**config.mk**
```make
export PLATFORM = sky130hd
export DESIGN_NAME = rvuc_div_stage
export DESIGN_NICKNAME = d
export VERILOG_FILES = /design/src/rtl/core/rvuc_pkg.sv /design/src/rtl/core/rvuc_div_stage.sv
export SDC_FILE = /design/constraint.sdc
export NUM_CORES = 1
export LEC_CHECK = 0
export BUFFER_PORTS_ARGS = -buffer_cell sky130_fd_sc_hd__buf_2
export CAP_MARGIN = 20
export CORE_MARGIN = 2
export CORE_UTILIZATION = 45
export CTS_CLUSTER_DIAMETER = 60
export DETAILED_ROUTE_END_ITERATION = 6
export PLACE_DENSITY_LB_ADDON = 0.1
export SLEW_MARGIN = 20
export SYNTH_ARGS = -nofsm -noshare
export SYNTH_HDL_FRONTEND = slang
export SYNTH_SLANG_ARGS = --single-unit
```
**constraint.sdc**
```tcl
create_clock -name clk -period 0.8 [get_ports clk]
set_clock_uncertainty 0.05 [all_clocks]
set_input_delay 0.16 -clock clk [delete_from_list [all_inputs] [get_ports clk]]
set_output_delay 0.16 -clock clk [all_outputs]
set_load 0.005 [all_outputs]
```
**src/rtl/core/rvuc_pkg.sv**
```systemverilog
// Package: shared types and constants of the raw video unit converter.
`timescale 1ns / 1ps
package rvuc_pkg;

    localparam int AMOUNT_W = 64;
    localparam int UNIT_W   = 2;
    localparam int CFG_IDX_W = 2;
    localparam int CFG_DATA_W = 32;
    localparam int VALUE_WIDTH_DEF = 64;
    localparam int IN_TDATA_W  = 72;
    localparam int OUT_TDATA_W = 72;

    localparam logic [UNIT_W-1:0] UNIT_FRAMES = 2'd0;
    localparam logic [UNIT_W-1:0] UNIT_BYTES  = 2'd1;
    localparam logic [UNIT_W-1:0] UNIT_TIME   = 2'd2;

    localparam logic [CFG_IDX_W-1:0] CFG_FRAME_SIZE = 2'd0;
    localparam logic [CFG_IDX_W-1:0] CFG_RATE_NUM   = 2'd1;
    localparam logic [CFG_IDX_W-1:0] CFG_RATE_DEN   = 2'd2;

    localparam logic [29:0] TICKS_PER_SECOND = 30'd1000000000;

    typedef struct packed {
        logic valid;
        logic ok;
        logic sat;
    } div_ctl_t;

endpackage

```
**src/rtl/core/rvuc_div_stage.sv**
```systemverilog
// One restoring divide step of the long-division pipeline.
`timescale 1ns / 1ps
module rvuc_div_stage
(
    input  logic                          clk,
    input  logic                          rst_n,
    input  logic                          en,
    input  rvuc_pkg::div_ctl_t            ctl_in,
    input  logic [rvuc_pkg::AMOUNT_W-1:0] rem_in,
    input  logic [rvuc_pkg::AMOUNT_W-1:0] lq_in,
    input  logic [rvuc_pkg::AMOUNT_W-1:0] den_in,
    output rvuc_pkg::div_ctl_t            ctl_out,
    output logic [rvuc_pkg::AMOUNT_W-1:0] rem_out,
    output logic [rvuc_pkg::AMOUNT_W-1:0] lq_out,
    output logic [rvuc_pkg::AMOUNT_W-1:0] den_out
);

    localparam int W = rvuc_pkg::AMOUNT_W;

    rvuc_pkg::div_ctl_t ctl_reg;
    logic [W-1:0]       rem_reg, rem_next;
    logic [W-1:0]       lq_reg, lq_next;
    logic [W-1:0]       den_reg;
    logic [W:0]         shifted;
    logic               take;

    always_comb
    begin
        shifted  = {rem_in, lq_in[W-1]};
        take     = shifted >= {1'b0, den_in};
        rem_next = take ? W'(shifted - {1'b0, den_in}) : shifted[W-1:0];
        lq_next  = {lq_in[W-2:0], take};
    end

    always_ff @(posedge clk or negedge rst_n)
    begin
        if (!rst_n)
        begin
            ctl_reg <= '0;
        end
        else if (en)
        begin
            ctl_reg <= ctl_in;
        end
    end

    always_ff @(posedge clk)
    begin
        if (en)
        begin
            rem_reg <= rem_next;
            lq_reg  <= lq_next;
            den_reg <= den_in;
        end
    end

    assign ctl_out = ctl_reg;
    assign rem_out = rem_reg;
    assign lq_out  = lq_reg;
    assign den_out = den_reg;

endmodule
```
# Yosys cells after proc, flatten, opt, wreduce, memory -nomap -nowiden
# Index checks and enable logic that the tools add are counted.
[classes]
add_sub_neg = 1
n_lt_le_gt_ge = 1
mux = 1
[op_table]
columns = ["cell", "n"]
rows = [
  ["$ge A65 B64 Y1", 1],
  ["$mux W64", 1],
  ["$sub A64 B64 Y64", 1],
]
[totals]
ff_bits = 195
input_bits = 198
out_inout_bits = 195
wordCells = 9

# Logic depth before layout (Yosys ltp)
# Gate-level depths: netlist of run 1.
[depth]
ltp_word = 2
ltp_mapped = 16
ltp_nobuf = 14

# Worst setup path before layout of run 1
# OpenSTA, ideal clock, no wires.
[synth_timing]
path_kind = "input-to-reg"
from = "input port lq_in[63] in the netlist's numbering"
to = "register rem_reg[58], in the netlist rem_out[58] (data pin)"
setup_ps = 258
arrival_time_ps = 2703
required_time_ps = 492
setup_slack_ps = -2211
stages = 14
n_path_buf = 0
path_cell_list = "inv_1 > ha_1 > fa_1 > and2b_1 > o31a_1 > a21boi_2 > or3_1 > a211oi_2 > o21ai_1 > a211oi_1 > and3b_1 > o21ai_0 > xnor2_1 > o21ai_1"
[synth_between]
elab_chain_cells = 2
elab_cells_between_ends = 3
cone_classes = "add/sub (1); order compare (1); mux (1)"
[synth_lines]
columns = ["element", "line_no", "text"]
rows = [
  ["start, declared", "rvuc_div_stage.sv:10", "input logic [rvuc_pkg::AMOUNT_W-1:0] lq_in,"],
  ["$sub A64 B64 Y64 / $ge A65 B64 Y1 (equally long branches)", "rvuc_div_stage.sv:31, rvuc_div_stage.sv:30", ""],
  ["$mux W64 *", "rvuc_div_stage.sv:31", "rem_next = take ? W'(shifted - {1'b0, den_in}) : shifted[W-1:0];"],
  ["net rem_next[58]", "rvuc_div_stage.sv:21", "logic [W-1:0] rem_reg, rem_next;"],
  ["end signal, assigned", "rvuc_div_stage.sv:51", "rem_reg <= rem_next;"],
  ["end, declared", "rvuc_div_stage.sv:21", ""],
]
# The timed path passes the listed nets; every way through them passes the cells marked *.
# A chain may end at the register's enable or synchronous reset.

# Worst setup path after layout of run 1
# Same ends and word-level chain as after synthesis.

==> results of run 1 <==
synthesized netlist by cell type (5+ instances only):
| cell | instances | area (um^2) |
|---|---|---|
| nor2_1 | 37 | 139 |
| clkbuf_1 | 14 | 52.6 |
| nand3_1 | 14 | 70.1 |
| xor2_1 | 21 | 184 |
| nor3_1 | 9 | 45.0 |
| edfxtp_1 | 192 | 5770 |
| xnor2_1 | 36 | 315 |
| inv_1 | 83 | 312 |
| or3_1 | 9 | 56.3 |
| a21o_1 | 28 | 210 |
| o21ai_0 | 97 | 485 |
| o21bai_1 | 9 | 67.6 |
| o211ai_1 | 6 | 45.0 |
| o21a_1 | 13 | 97.6 |
| a211oi_1 | 5 | 37.5 |
| nand2b_1 | 9 | 56.3 |
| ha_1 | 64 | 801 |
| a31oi_1 | 5 | 31.3 |
| nand4_1 | 20 | 125 |
| and2_1 | 5 | 31.3 |
| buf_2 | 14 | 70.1 |
| nand2_1 | 112 | 420 |
| o21ai_1 | 6 | 30.0 |
| a21oi_1 | 81 | 405 |
| nor2b_1 | 6 | 37.5 |
per-stage QoR:
stage,instance area [um^2],power [uW],utilization
after floorplan,11000,16700,-
after global placement,15200,20900,0.655
after detailed placement,15200,21000,0.655
after CTS,18600,31400,0.798
after global routing,19300,34000,0.829
final,19300,32900,0.829
layout make-up:
| cell class | count | area (um^2) |
|---|---|---|
| antenna | 4 | 10.0 |
| fill | 1306 | 3970 |
| sequential | 195 | 5840 |
| clock inverter | 14 | 168 |
| inverter | 83 | 342 |
| tap | 319 | 399 |
| multi-input combinational | 653 | 5670 |
| clock buffer | 17 | 425 |
| timing repair buffer | 861 | 6430 |
sequential cells by signal, summed over array words and instances (netlist names):
name	flops
lq_out	64
den_out	64
rem_out	64
ctl_out	3
per-layer routing:
metal	track usage	routed length, um	vias to the layer above
met3	0.0625	3030	118
met1	0.350	16100	5395
met4	0.123	1820	4
met5	0	20	-
met2	0.593	22900	541
li1	-	-	5225
cells by family after synthesis:
family	after synthesis	share of synthesized area
buffers and inverters	116	0.0452
flip-flops	195	0.552
adder cells (fa/ha/maj)	65	0.0775
AO/OA/AOI/OAI	287	0.166
multiplexers	7	0.00851
AND/OR/NAND/NOR	237	0.104
XOR/XNOR	57	0.0472
worst paths after layout:
path / cells after the start / slack [ns] / end / startpoint
max: 15 / -2.05 / rem_out[58] / lq_in[63]
min: 3 / -0.02 / rem_out[10] / rem_in[9]
max reg2reg: 1 / -0.05 / ctl_out[2] / ctl_out[2]
min reg2reg: 1 / 0.46 / ctl_out[0] / ctl_out[0]
max in group asynchronous: 3 / 0.01 / ctl_out[2] / rst_n
min in group asynchronous: 3 / 0.57 / ctl_out[0] / rst_n
repair_timing:
| action | 4_1_cts | 5_1_grt |
|---|---|---|
| endpoints found under the hold margin | 158 | 10 |
| resized for setup | 198 | 161 |
| gates cloned | 9 | 1 |
| setup buffers | 32 | 22 |
| pin swaps | 74 | 92 |
| endpoints found under the setup margin | 260 | 265 |
| hold buffers | 150 | 1 |
report_power, final:
part	leakage, uW	switching [uW]	internal [uW]
clock network	0.000287	4690	4200
registers	0.00191	356	12500
logic	0.00636	5270	5790
total	0.00856	10300	22500
==> results.toml, run 1 <==
[timing]
period_minus_slack_ns = 2.85
rsz0062_at_grt = "yes"
drv_slew = 0
timing.hold.ws_ns = -0.0239
period_share = 3.57
setup_viol = 262
hold_viol = 7
tns_ns = -187.99
slew_headroom = 0.682
worst_pin_slew_ns = 0.473
worst_slack_ns = -2.05
max_clock_freq_mhz = 350

[power]
vdd_ir_drop_max_mv = 1.50
power_density_nw_per_um2 = 1700
p_leak_uw = 0.00856

[placement]
hpwl_um = 25900
dp.cells = 1908
dp_slack_ns = -2.60
gp_congestion = 0.873
io_buffers = 392

[floorplan]
core-area_um2 = 23300
initial_core_util = 0.455
rows = 56
fp.dieArea_um2 = 24800
die_h_um = 157
die_x_um = 157
boundaryPins = 393

[yosys]
ys_async_sr_fraction = 0.0154
synth_edf_count = 192
ys_seq_elements = 195
ys.warnings.count = 0
synth_area_um2 = 10600
yosysSeqAreaShare = 0.552
avgSynthCellArea_um2 = 11.0
synth_cells = 964
synth_cell_type_count = 66
synthesis.nets = 1227
ys.flop_type = "edfxtp_1"

[detailed_routing]
via_per_inst = 5.26
postRouteAntennaNets = 0
drc_errors = 0
wl_per_cell_um = 20.5
wirelength_um = 43900
firstDrtPassIters = 5
drt_iter0_drc = 750
via_count = 11300

[critical_path]
cp-end-kind = "flop"
crit_buf_inv = 2
slowest_delay_ns = 0.39
cp.arrival_ns = 3.00
cp_top_family = "compound AO/OA/AOI/OAI gates"
path_class = "primary input to flop"
cp_common_cell = "o21ai_2"
crit_path_cell_trace = "buf_8 > inv_8 > ha_4 > fa_2 > and2b_1 > o31a_1 > a21boi_4 > or3_4 > a211oi_4 > o21ai_2 > a211oi_2 > and3b_2 > o21ai_2 > xnor2_1 > o21ai_1"
slowest_stage = "or3_4"
crit_required_ns = 0.95
cp-start-kind = "primary input"
path_max_fanout = 4

[cts]
root_buffer = "clkbuf_16"
clkLatencyLatePin_ns = 0.44
path_clk_slew_ns = 0.08
clock_sinks = 195
cts_tree = "built"
cts_made_buffers = 17
cts_max_level = 4
cts.path.max_buffers = 2

[cells_and_area]
instances_no_fill = 2146
nNetsFinal = 2074
final_common_cell = "buf_2"
area_growth_pct = 82.2
most-common-layout-cells = "367 x buf_2, 283 x buf_4, 192 x edfxtp_1"
drive_gt1_frac = 0.533

[min_path]
hold_class = "primary input to flop"

[job]
cap_viol_max_count = 0

[outcome]
outcome = "finished, violations left"
violations = "negative hold slack, negative setup slack"

[global_route]
grt_pass1_vias = 11400
grt_start_max_net_pins = 55
antenna_found_initial = 6
grt_first_pass_wirelength_um = 59700
gr-total-overflow = 0
grt_usage = 0.316
Note: power is estimated with default switching activity, not from simulation.
==> run 2: changes to the inputs <==
- CORE_MARGIN: 2 -> unset
- clock period: 0.8 -> 2.5 ns (I/O delays scaled with it)
==> results.toml, run 2 (same netlist as run 1, synthesis figures left out) <==
[outcome]
outcome = "finished, violations left"
violations = "negative setup slack"

[detailed_routing]
drt_iter0_drc = 517
drc_errors = 0
firstDrtPassIters = 7
wl_per_cell_um = 18.2
via_count = 10300
postRouteAntennaNets = 0
via_per_inst = 5.18
wirelength_um = 36100

[global_route]
antenna_found_initial = 2
grt_usage = 0.284
gr-total-overflow = 0
grt_pass1_vias = 10100
grt_first_pass_wirelength_um = 52700
grt_start_max_net_pins = 59

[floorplan]
die_h_um = 155
boundaryPins = 393
fp.dieArea_um2 = 24100
rows = 55
die_x_um = 155
core-area_um2 = 22800
initial_core_util = 0.463

[cells_and_area]
utilization = 0.766
final_common_cell = "buf_2"
area_growth_pct = 65.3
most-common-layout-cells = "374 x buf_2, 279 x buf_4, 192 x edfxtp_1"
nNetsFinal = 1923
drive_gt1_frac = 0.568

[timing]
rsz0062_at_grt = "yes"
worst_pin_slew_ns = 0.562
drv_slew = 0
setup_viol = 65
max_clock_freq_mhz = 318
period_minus_slack_ns = 3.14
period_share = 1.26
tns_ns = -24.84
slew_headroom = 0.625
worst_slack_ns = -0.644
hold_viol = 0

[critical_path]
crit_path_cell_trace = "buf_8 > inv_8 > ha_4 > fa_2 > and2b_1 > o31a_1 > a21boi_2 > or3_4 > a211oi_4 > o21ai_2 > a211oi_2 > and3b_2 > o221ai_2 > xnor2_1 > o21ai_1"
cp.arrival_ns = 3.28
slowest_delay_ns = 0.39
cp-start-kind = "primary input"
path_class = "primary input to flop"
cp-end-kind = "flop"
crit_required_ns = 2.64
slowest_stage = "or3_4"
path_max_fanout = 4

[cts]
cts_max_level = 4
root_buffer = "clkbuf_16"
clock_sinks = 195
cts_tree = "built"
path_clk_slew_ns = 0.09
cts_made_buffers = 17
cts.path.max_buffers = 2
clkLatencyLatePin_ns = 0.44

[placement]
hpwl_um = 25800
dp_slack_ns = -1.30
gp_congestion = 0.878
io_buffers = 392

[power]
p_leak_uw = 0.00791
p_total_uw = 10100
vdd_ir_drop_max_mv = 0.388
power_density_nw_per_um2 = 577

[job]
cap_viol_max_count = 0

[min_path]
hold_class = "primary input to flop"
run 2: cell types whose count changed in the layout (fill, tap and decap cells not counted), sizes merged:
cell          delta
dlygate4sd3    -148
inv              +4
clkinv           -3
diode            -3
dlymetal6s4s     -2
clkbuf           -1
run 2: cell type report:
type                       instances  area (um^2)
tap                              313          392
clock inverter                    15          184
sequential                       195         5840
antenna                            1         2.50
timing repair buffer             710         4870
clock buffer                      17          425
fill                            1548         5350
multi-input combinational        653         5440
inverter                          83          339
run 2: layer usage:
metal	track usage	part of all wire	up-vias	routed length, um
met4	0.0915	0.025	2	908
met5	0	0.00039	-	14
met2	0.529	0.53	378	19100
met3	0.0482	0.060	58	2160
li1	-	-	4919	-
met1	0.330	0.39	4944	13900
run 2: per-stage QoR:
step / hold WS, ns / instances / area [um^2]
floorplan: 0.154 / 964 / 11000
global placement: 0.246 / 1898 / 15200
detailed placement: 0.248 / 1898 / 15200
CTS: 0.160 / 1978 / 16900
global route: 0.158 / 1987 / 17500
finish: 0.175 / 1987 / 17500
run 2: path summary, 6_finish.rpt:
kind	from	end	slack, ns	cells past startpoint
max	lq_in[63]	rem_out[62]	-0.64	15
min	lq_in[49]	lq_out[50]	0.18	1
max reg2reg	ctl_out[1]	ctl_out[1]	1.69	1
min reg2reg	ctl_out[2]	ctl_out[2]	0.46	1
max in group asynchronous	rst_n	ctl_out[0]	1.97	2
min in group asynchronous	rst_n	ctl_out[1]	0.32	2
run 2: critical path, delay by kind of cell:
family                     cells  cell delay, ns
AOI/OAI and AO/OA              7            1.11
buffers and inverters          2            0.12
adders and majority gates      2            0.49
xor gates and xnor gates       1            0.15
and+or+nand+nor                3            0.91
run 2: where the power goes:
part           internal (uW)  total (uW)  switching, uW
Combinational           1630        3150           1530
Sequential              4010        4100           86.5
Clock                   1370        2850           1480
run 2: repair_timing:
item                                    CTS  global route
resized for setup                       151           161
cloned                                   10             0
pin swaps                                35            34
hold buffers                              1             0
buffers inserted                         38            18
hold endpoints to repair                  3             0
endpoints found under the setup margin   65            65
